`config.mk`:
```
export PLATFORM = sky130hd
export DESIGN_NAME = i2c_expander_lcd_writer_core
export DESIGN_NICKNAME = d
export VERILOG_FILES = /design/src/hw/rtl/i2clcd_pkg.sv /design/src/hw/rtl/i2clcd_in_stage.sv /design/src/hw/rtl/i2clcd_engine.sv /design/src/hw/rtl/i2clcd_out_stage.sv /design/src/hw/rtl/i2c_expander_lcd_writer_core.sv
export SDC_FILE = /design/constraint.sdc
export NUM_CORES = 1
export LEC_CHECK = 0
export ABC_AREA = 0
export BUFFER_PORTS_ARGS = -buffer_cell sky130_fd_sc_hd__buf_2
export CAP_MARGIN = 0
export CORE_MARGIN = 1.5
export CORE_UTILIZATION = 62
export CTS_BUF_LIST = sky130_fd_sc_hd__clkbuf_4 sky130_fd_sc_hd__clkbuf_8 sky130_fd_sc_hd__clkbuf_16
export DETAILED_ROUTE_END_ITERATION = 12
export GPL_TIMING_DRIVEN = 0
export PLACE_DENSITY = 0.93
export SYNTH_ARGS = -nofsm -noshare
export SYNTH_HDL_FRONTEND = slang
export SYNTH_SLANG_ARGS = --single-unit
```
`constraint.sdc`:
```
create_clock -name clk -period 3.7 [get_ports clk]
set_input_delay 0.185 -clock clk [delete_from_list [all_inputs] [get_ports clk]]
set_output_delay 0.185 -clock clk [all_outputs]
set_load 0.005 [all_outputs]
```
`src/hw/rtl/i2clcd_pkg.sv`:
```
// Shared types and constants for the I2C expander LCD writer.
package i2clcd_pkg;

  // Beat widths on the stream ports
  localparam int IN_TDATA_W  = 16;
  localparam int IN_TUSER_W  = 4;
  localparam int OUT_TDATA_W = 8;
  localparam int CFG_DATA_W  = 7;

  // Request kinds carried in in_tuser[2:0]
  localparam logic [2:0] REQ_START  = 3'd0;
  localparam logic [2:0] REQ_BYTE   = 3'd1;
  localparam logic [2:0] REQ_NIBBLE = 3'd2;
  localparam logic [2:0] REQ_STOP   = 3'd3;
  localparam logic [2:0] REQ_TICK   = 3'd4;

  // Configuration register indexes
  localparam logic CFG_DEVICE_ADDRESS = 1'b0;
  localparam logic CFG_BACKLIGHT_ON   = 1'b1;

  // Reset values of the configuration registers
  localparam logic [6:0] DEVICE_ADDRESS_RST = 7'h27;
  localparam logic       BACKLIGHT_ON_RST   = 1'b1;

  // Bus sequencer phases
  typedef enum logic [1:0] {
    PH_IDLE,
    PH_START,
    PH_BYTE,
    PH_STOP
  } phase_t;

  // One accepted request
  typedef struct packed {
    logic [2:0] req_type;
    logic [7:0] data_byte;
    logic       reg_select;
    logic       sda_in;
  } item_t;

  // One tick report
  typedef struct packed {
    logic scl_level;
    logic sda_level;
    logic busy_res;
    logic nack_seen;
    logic sequence_done;
  } result_t;

endpackage

```
`src/hw/rtl/i2clcd_in_stage.sv`:
```
// Input register stage: holds one request beat until the engine takes it.
module i2clcd_in_stage
  import i2clcd_pkg::*;
(
  input  logic                  clk,
  input  logic                  rst_n,
  input  logic                  in_tvalid,
  output logic                  in_tready,
  input  logic [IN_TDATA_W-1:0] in_tdata,   // [7:0] data_byte, [8] sda_in, rest zero
  input  logic [IN_TUSER_W-1:0] in_tuser,   // [2:0] req_type, [3] reg_select
  input  logic                  take,
  output logic                  item_valid,
  output item_t                 item
);

  logic  valid_r;
  item_t item_r;

  // Free when empty or when the held beat leaves this cycle
  assign in_tready  = !valid_r || take;
  assign item_valid = valid_r;
  assign item       = item_r;

  always_ff @(posedge clk) begin
    if (!rst_n) begin
      valid_r <= 1'b0;
    end else if (in_tready) begin
      valid_r <= in_tvalid;
    end
  end

  // Payload capture, no reset needed
  always_ff @(posedge clk) begin
    if (in_tvalid && in_tready) begin
      item_r.req_type   <= in_tuser[2:0];
      item_r.reg_select <= in_tuser[3];
      item_r.data_byte  <= in_tdata[7:0];
      item_r.sda_in     <= in_tdata[8];
    end
  end

endmodule

```
`src/hw/rtl/i2clcd_engine.sv`:
```
// Bus sequencer: one pin step per tick, request decode and config registers.
module i2clcd_engine
  import i2clcd_pkg::*;
(
  input  logic                  clk,
  input  logic                  rst_n,
  input  logic                  cfg_we,
  input  logic                  cfg_index,
  input  logic [CFG_DATA_W-1:0] cfg_wdata,
  input  logic                  item_valid,
  input  item_t                 item,
  input  logic                  res_ready,
  output logic                  take,
  output logic                  res_valid,
  output result_t               res
);

  // Positions inside one data bit (four pin steps)
  localparam logic [1:0] BIT_SET_SDA = 2'd0;
  localparam logic [1:0] BIT_SCL_HI  = 2'd1;
  localparam logic [1:0] BIT_SCL_LO  = 2'd2;
  localparam logic [1:0] BIT_RELEASE = 2'd3;

  // Step numbers
  localparam logic [5:0] ACK_HIGH_STEP   = 6'd32;
  localparam logic [5:0] START_LAST_STEP = 6'd3;
  localparam logic [5:0] STOP_LAST_STEP  = 6'd2;

  // Expander bytes still to go, counted including the one being loaded
  localparam logic [2:0] XB_FULL    = 3'd6;
  localparam logic [2:0] XB_NIBBLE  = 3'd3;
  localparam logic [2:0] XB_EN_HI_A = 3'd5;
  localparam logic [2:0] XB_EN_HI_B = 3'd2;

  // Expander byte: nibble, backlight, enable, R/W low, RS
  function automatic logic [7:0] exp_byte(input logic [7:0] held, input logic rs,
                                          input logic bl, input logic [2:0] r);
    logic [3:0] nib;
    logic       en;
    nib = (r > XB_NIBBLE) ? held[7:4] : held[3:0];
    en  = (r == XB_EN_HI_A) || (r == XB_EN_HI_B);
    return {nib, bl, en, 1'b0, rs};
  endfunction

  phase_t     phase_r, phase_nxt;
  logic [5:0] step_r, step_nxt;
  logic [7:0] shift_r, shift_nxt;
  logic [2:0] left_r, left_nxt;
  logic [7:0] held_r, held_nxt;
  logic       rs_r, rs_nxt;
  logic       scl_r, scl_nxt;
  logic       sda_r, sda_nxt;
  logic       nack_r, nack_nxt;
  logic [6:0] addr_r;
  logic       bl_r;
  logic       is_tick;
  logic       done;

  assign take    = item_valid && res_ready;
  assign is_tick = (item.req_type == REQ_TICK);

  // Configuration registers
  always_ff @(posedge clk) begin
    if (!rst_n) begin
      addr_r <= DEVICE_ADDRESS_RST;
      bl_r   <= BACKLIGHT_ON_RST;
    end else if (cfg_we) begin
      unique case (cfg_index)
        CFG_DEVICE_ADDRESS: addr_r <= cfg_wdata[6:0];
        CFG_BACKLIGHT_ON:   bl_r   <= cfg_wdata[0];
      endcase
    end
  end

  // State registers
  always_ff @(posedge clk) begin
    if (!rst_n) begin
      phase_r <= PH_IDLE;
      step_r  <= '0;
      shift_r <= '0;
      left_r  <= '0;
      held_r  <= '0;
      rs_r    <= 1'b0;
      scl_r   <= 1'b1;
      sda_r   <= 1'b1;
      nack_r  <= 1'b0;
    end else begin
      phase_r <= phase_nxt;
      step_r  <= step_nxt;
      shift_r <= shift_nxt;
      left_r  <= left_nxt;
      held_r  <= held_nxt;
      rs_r    <= rs_nxt;
      scl_r   <= scl_nxt;
      sda_r   <= sda_nxt;
      nack_r  <= nack_nxt;
    end
  end

  // Next state: request decode while idle, one pin step per tick
  always_comb begin
    phase_nxt = phase_r;
    step_nxt  = step_r;
    shift_nxt = shift_r;
    left_nxt  = left_r;
    held_nxt  = held_r;
    rs_nxt    = rs_r;
    scl_nxt   = scl_r;
    sda_nxt   = sda_r;
    nack_nxt  = nack_r;
    done      = 1'b0;

    if (take) begin
      if (!is_tick) begin
        // Requests only land while idle; anything else is dropped
        if (phase_r == PH_IDLE) begin
          unique case (item.req_type)
            REQ_START: begin
              nack_nxt  = 1'b0;
              phase_nxt = PH_START;
              step_nxt  = '0;
            end
            REQ_BYTE: begin
              held_nxt  = item.data_byte;
              rs_nxt    = item.reg_select;
              shift_nxt = exp_byte(item.data_byte, item.reg_select, bl_r, XB_FULL);
              left_nxt  = XB_FULL - 3'd1;
              phase_nxt = PH_BYTE;
              step_nxt  = '0;
            end
            REQ_NIBBLE: begin
              held_nxt  = {4'h0, item.data_byte[7:4]};
              rs_nxt    = item.reg_select;
              shift_nxt = exp_byte({4'h0, item.data_byte[7:4]}, item.reg_select,
                                   bl_r, XB_NIBBLE);
              left_nxt  = XB_NIBBLE - 3'd1;
              phase_nxt = PH_BYTE;
              step_nxt  = '0;
            end
            REQ_STOP: begin
              phase_nxt = PH_STOP;
              step_nxt  = '0;
            end
            default: begin
            end
          endcase
        end
      end else begin
        unique case (phase_r)
          PH_START: begin
            unique case (step_r)
              6'd0:    sda_nxt = 1'b1;
              6'd1:    scl_nxt = 1'b1;
              6'd2:    sda_nxt = 1'b0;
              default: scl_nxt = 1'b0;
            endcase
            if (step_r >= START_LAST_STEP) begin
              // Address byte with write bit
              shift_nxt = {addr_r, 1'b0};
              left_nxt  = '0;
              phase_nxt = PH_BYTE;
              step_nxt  = '0;
            end else begin
              step_nxt = step_r + 6'd1;
            end
          end
          PH_BYTE: begin
            if (step_r < ACK_HIGH_STEP) begin
              unique case (step_r[1:0])
                BIT_SET_SDA: sda_nxt = shift_r[7];
                BIT_SCL_HI:  scl_nxt = 1'b1;
                BIT_SCL_LO: begin
                  scl_nxt   = 1'b0;
                  shift_nxt = {shift_r[6:0], 1'b0};
                end
                BIT_RELEASE: sda_nxt = 1'b1;
              endcase
              step_nxt = step_r + 6'd1;
            end else if (step_r == ACK_HIGH_STEP) begin
              // Acknowledge clock high: sample SDA
              scl_nxt  = 1'b1;
              nack_nxt = nack_r | item.sda_in;
              step_nxt = step_r + 6'd1;
            end else begin
              scl_nxt = 1'b0;
              if (left_r != 3'd0) begin
                shift_nxt = exp_byte(held_r, rs_r, bl_r, left_r);
                left_nxt  = left_r - 3'd1;
                phase_nxt = PH_BYTE;
                step_nxt  = '0;
              end else begin
                phase_nxt = PH_IDLE;
                step_nxt  = '0;
                done      = 1'b1;
              end
            end
          end
          PH_STOP: begin
            unique case (step_r)
              6'd0:    sda_nxt = 1'b0;
              6'd1:    scl_nxt = 1'b1;
              default: sda_nxt = 1'b1;
            endcase
            if (step_r >= STOP_LAST_STEP) begin
              phase_nxt = PH_IDLE;
              step_nxt  = '0;
              done      = 1'b1;
            end else begin
              step_nxt = step_r + 6'd1;
            end
          end
          PH_IDLE: begin
            step_nxt = '0;
          end
        endcase
      end
    end
  end

  // Every tick reports the bus after its step
  assign res_valid         = take && is_tick;
  assign res.scl_level     = scl_nxt;
  assign res.sda_level     = sda_nxt;
  assign res.busy_res      = (phase_nxt != PH_IDLE);
  assign res.nack_seen     = nack_nxt;
  assign res.sequence_done = done;

endmodule

```
`src/hw/rtl/i2clcd_out_stage.sv`:
```
// Result register: holds one tick report until the sink takes it.
module i2clcd_out_stage
  import i2clcd_pkg::*;
(
  input  logic                   clk,
  input  logic                   rst_n,
  input  logic                   res_valid,
  input  result_t                res,
  output logic                   res_ready,
  output logic                   out_tvalid,
  input  logic                   out_tready,
  output logic [OUT_TDATA_W-1:0] out_tdata  // [0] scl_level, [1] sda_level,
                                            // [2] busy_res, [3] nack_seen,
                                            // [4] sequence_done, rest zero
);

  logic    valid_r;
  result_t res_r;

  // Room when empty or when the held beat is taken this cycle
  assign res_ready  = !valid_r || out_tready;
  assign out_tvalid = valid_r;
  assign out_tdata  = {3'b000, res_r.sequence_done, res_r.nack_seen, res_r.busy_res,
                       res_r.sda_level, res_r.scl_level};

  always_ff @(posedge clk) begin
    if (!rst_n) begin
      valid_r <= 1'b0;
    end else if (res_ready) begin
      valid_r <= res_valid;
    end
  end

  always_ff @(posedge clk) begin
    if (res_valid && res_ready) begin
      res_r <= res;
    end
  end

endmodule

```
`src/hw/rtl/i2c_expander_lcd_writer_core.sv`:
```
// Top level of the I2C expander LCD writer.
// Bit-banged I2C master that drives a character LCD in 4-bit mode through an
// 8-bit port expander. While idle it takes a start+address, an LCD byte (two
// nibbles), a high nibble alone, or a stop request; each nibble goes out as
// three expander bytes with enable low, high, low. Every tick beat advances
// one pin step while busy and returns one beat with SCL, SDA, busy, sticky
// NACK and done; other beats return nothing. A beat crosses an input
// register, combinational step logic and a result register, so the block
// takes one beat per clock; the only stall is backpressure from the result
// side. Requests that arrive while busy are dropped. Configuration writes
// take effect on the next clock.
module i2c_expander_lcd_writer_core
  import i2clcd_pkg::*;
(
  input  logic                   clk,
  input  logic                   rst_n,
  input  logic                   cfg_we,
  input  logic                   cfg_index,   // 0 device_address, 1 backlight_on
  input  logic [CFG_DATA_W-1:0]  cfg_wdata,
  input  logic                   in_tvalid,
  output logic                   in_tready,
  input  logic [IN_TDATA_W-1:0]  in_tdata,    // [7:0] data_byte, [8] sda_in, rest zero
  input  logic [IN_TUSER_W-1:0]  in_tuser,    // [2:0] req_type, [3] reg_select
  output logic                   out_tvalid,
  input  logic                   out_tready,
  output logic [OUT_TDATA_W-1:0] out_tdata    // [0] scl_level, [1] sda_level,
                                              // [2] busy_res, [3] nack_seen,
                                              // [4] sequence_done, rest zero
);

  logic    take;
  logic    item_valid;
  item_t   item;
  logic    res_ready;
  logic    res_valid;
  result_t res;

  i2clcd_in_stage u_in (
    .clk        (clk),
    .rst_n      (rst_n),
    .in_tvalid  (in_tvalid),
    .in_tready  (in_tready),
    .in_tdata   (in_tdata),
    .in_tuser   (in_tuser),
    .take       (take),
    .item_valid (item_valid),
    .item       (item)
  );

  i2clcd_engine u_engine (
    .clk        (clk),
    .rst_n      (rst_n),
    .cfg_we     (cfg_we),
    .cfg_index  (cfg_index),
    .cfg_wdata  (cfg_wdata),
    .item_valid (item_valid),
    .item       (item),
    .res_ready  (res_ready),
    .take       (take),
    .res_valid  (res_valid),
    .res        (res)
  );

  i2clcd_out_stage u_out (
    .clk        (clk),
    .rst_n      (rst_n),
    .res_valid  (res_valid),
    .res        (res),
    .res_ready  (res_ready),
    .out_tvalid (out_tvalid),
    .out_tready (out_tready),
    .out_tdata  (out_tdata)
  );

endmodule

```
==> impl_metrics.csv <==
group,metric,value,unit
outcome,status,"finished, final reports clean",
sta,period_share,65.3,%
power_and_ir_drop,p_clk_share,48.0,%
finish,nFillCells,361,
logic_synthesis,seq_area_frac_synth,41.9,%
clock_tree,clock-root-buffer,"clkbuf_8",
placement,hpwl,5450,um
clock_tree,cts_sinks,59,
finish,fin_nets,446,
finish,num_antenna_cells,0,
power_and_ir_drop,switching_power,0.000366,W
placement,post-place-ws,1.30,ns
setup_path,critPathTopFamily,"simple AND/OR/NAND/NOR gates",
sta,maxSlewHeadroom,54.6,%
placement,place_congestion,0.947,
flow_run,max_cap_violations,0,
setup_path,path_cells,"inv_1, ha_1, and2b_1, nand3_1, or2_2, clkbuf_1, a31oi_1, nand2_1",
clock_tree,insertion_delay,0.35,ns
setup_path,r2r_cells,8,
setup_path,crit_buf_inv,2,
die,start_util,64.1,%
logic_synthesis,async_reset_ff_share,0,%
clock_tree,htree_levels,3,
sta,min_period,2.42,ns
setup_path,critical-path-slowest-cell,"dfxtp_1",
global_route,grt_antenna_before_repair,0,
power_and_ir_drop,sw_frac_of_total,22.2,%
setup_path,cp.required,3.80,ns
global_route,grt_start_max_net_pins,14,
global_route,grt_usage,29.1,%
drt,totalWireLength,7630,um
drt,vias,2855,
logic_synthesis,synth_cell_types,64,
finish,final_cells,475,
drt,dr.pass1.iters,5,
logic_synthesis,synth_edf_count,18,
sta,slew_viol_final,0,
drt,vias_per_cell,6.01,
setup_path,critPathKind,"flip-flop to flip-flop",
finish,fin_util,74.6,%
logic_synthesis,syn_area_per_cell,9.18,um^2
sta,layout_setup_ws,1.28,ns
min_path,min_to,"u_in.item[10]",
sta,max_freq,414,MHz
global_route,overflow,0,
clock_tree,numCtsBuffers,9,
global_route,grt_pass1_wl,12200,um
logic_synthesis,syn_inst,354,
power_and_ir_drop,p_seq_share,42.8,%
logic_synthesis,synth_flop_cell,"dfxtp_1",
sta,hold_violations,0,
setup_path,rrSetupSlack,1.28,ns
logic_synthesis,synth_top_area_cell,"dfxtp_1",
logic_synthesis,ys_warn_count,0,
drt,drtIter0Drc,340,
drt,drcViolationCount,0,
die,die_height,75.4,um
clock_tree,cts_resized,0,
setup_path,crit_path_max_incr_delay,0.37,ns
sta,clock_skew,0.0106,ns
drt,wire_per_inst,16.1,um
finish,multiInputGateArea,0.00172,mm^2
die,coreArea,0.00507,mm^2
sta,tightest_slew,0.677,ns
sta,whs,0.00450,ns
power_and_ir_drop,power_leakage,1.49,nW
sta,setup_viol,0,
setup_path,crit_path_end_kind,"flip-flop",
finish,layout-drive-gt1-share,18.8,%
die,rows,26,
die,io_pins,43,
power_and_ir_drop,share_comb_of_total_power,9.2,%
sta,rsz0062_at_grt,"no",
placement,port_buffers,31,
min_path,holdPathStages,1,
logic_synthesis,synth_common_cells,"55 x nand2_1, 41 x dfxtp_1, 22 x a21oi_1",
global_route,grt_pass1_vias,2675,
setup_path,cp.arrival,2.51,ns
logic_synthesis,yosysMostFrequentCell,"nand2_1",
setup_path,rr_endpoint,"u_out.out_tdata[2]",
power_and_ir_drop,ir_drop,0.372,mV
clock_tree,cts.path.max_buffers,2,
die,die-area,0.00569,mm^2
logic_synthesis,synth_seq_cells,59,
clock_tree,cts_tree,"done",
placement,dp_cells,457,
finish,seq_area,0.00136,mm^2
finish,areaGrowthSynthToFinish,16.4,%
setup_path,r2r-start,"u_engine.phase_r[0]",
power_and_ir_drop,p_per_area,435,mW/mm^2
die,die_x,75.4,um
drt,antenna_left,0,
power_and_ir_drop,intPower,0.00128,W
setup_path,crit_path_start_kind,"flip-flop",
setup_path,path_max_fanout,7,
min_path,hold_class,"input port to flip-flop",
min_path,min_from,"in_tuser[0]",
logic_synthesis,synthTopCellsByArea,"dfxtp_1 25%, edfxtp_1 17%, nand2_1 6.4%",
clock_tree,cts.reportedPaths.clkPinSlew,0.07,ns
logic_synthesis,netlist.area_leader.share,25.3,%
sta,final.setup.tns,0,ns
logic_synthesis,synthesis.area,0.00325,mm^2
-- routing by layer --
metal  wire, um  global-route usage (%)  part of all wire (%)
met1       3190                    35.3                    42
met2       3630                    48.1                    48
met3        550                    7.94                   7.2
met4        256                    13.9                   3.4
met5          0                       0                     0
-- metrics by stage --
stage | total power (W) | area [um^2]
detailed placement | 0.000865 | 3500
global placement | 0.000858 | 3500
floorplan | 0.000821 | 3260
global route | 0.00169 | 3780
finish | 0.00165 | 3780
CTS | 0.00164 | 3760
-- timing repair --
| item | CTS | global route |
|---|---|---|
| endpoints found under the hold margin | 0 | 2 |
| hold buffers | 0 | 2 |
| buffers inserted | 0 | 0 |
-- worst max-delay path by stage --
stage	from	endpoint	slack [ns]	cells after the start
4_1_cts	u_engine.phase_r[0]	u_out.out_tdata[2]	1.29	8
6_report	u_engine.phase_r[0]	u_out.out_tdata[2]	1.28	8
3_5_place_dp	u_engine.phase_r[0]	u_out.out_tdata[2]	1.30	8
5_1_grt	u_engine.phase_r[0]	u_engine.left_r[2]	1.11	8
3_3_place_gp	u_engine.phase_r[0]	u_out.out_tdata[2]	1.39	8
2_1_floorplan	u_engine.step_r[0]	u_engine.scl_r	1.68	7
-- layout by cell type (no fill, tap or decap), types with 4 or more instances in the layout --
cell,Yosys,routed
o21ai_0,14,14
o22ai_1,5,5
a221o_1,4,4
nand3_1,20,20
o211ai_1,9,9
nand2b_1,4,4
clkbuf_8,0,9
mux2i_1,10,10
a311oi_1,4,4
a311o_1,4,4
and2_1,4,4
a21oi_1,22,22
ha_1,13,13
bufinv_16,0,4
edfxtp_1,18,18
dfxtp_1,41,41
clkbuf_1,6,6
nor3_1,4,4
buf_2,4,35
inv_1,15,15
nand2_1,55,55
buf_4,5,5
nor2b_1,12,12
nor2_1,18,18
a211oi_1,4,4
-- logic make-up (layout without fill, tap and decap cells) --
kind of cell,Yosys count,after routing,share of synthesized area [%]
and+or+nand+nor,136,136,21.6
AOI/OAI and AO/OA,93,93,21.3
DFF,59,59,41.9
buffers and inverters,37,86,5.50
adders and majority gates,13,13,5.00
muxes,12,12,3.77
xor gates and xnor gates,3,3,0.808
other,1,3,0.115
-- cell type report --
cell class	instances	share of cell area (%)
Timing Repair Buffer	33	4.63
Sequential cell	59	36.0
Multi-Input combinational cell	260	45.4
Tap cell	70	2.31
Buffer	21	3.14
Clock inverter	5	3.31
Inverter	16	1.59
Clock buffer	11	3.67
-- power by group through the flow --
stage / sequential (W) / combinational [W] / clock [W]
2_1_floorplan: 0.000714 / 0.000107 / 0
3_3_place_gp: 0.000718 / 0.000140 / 0
3_5_place_dp: 0.000719 / 0.000147 / 0
4_1_cts: 0.000705 / 0.000148 / 0.000785
5_1_grt: 0.000707 / 0.000167 / 0.000817
6_report: 0.000705 / 0.000152 / 0.000791
-- flip-flops by register name, summed over array words and instances, names as in the netlist, 2 cells and up --
name,count
u_engine.held_r,8
u_in.item,13
u_engine.shift_r,8
u_engine.step_r,6
u_engine.addr_r,7
u_out.out_tdata,5
u_engine.left_r,3
u_engine.phase_r,2
(Power assumes the default switching activity.)
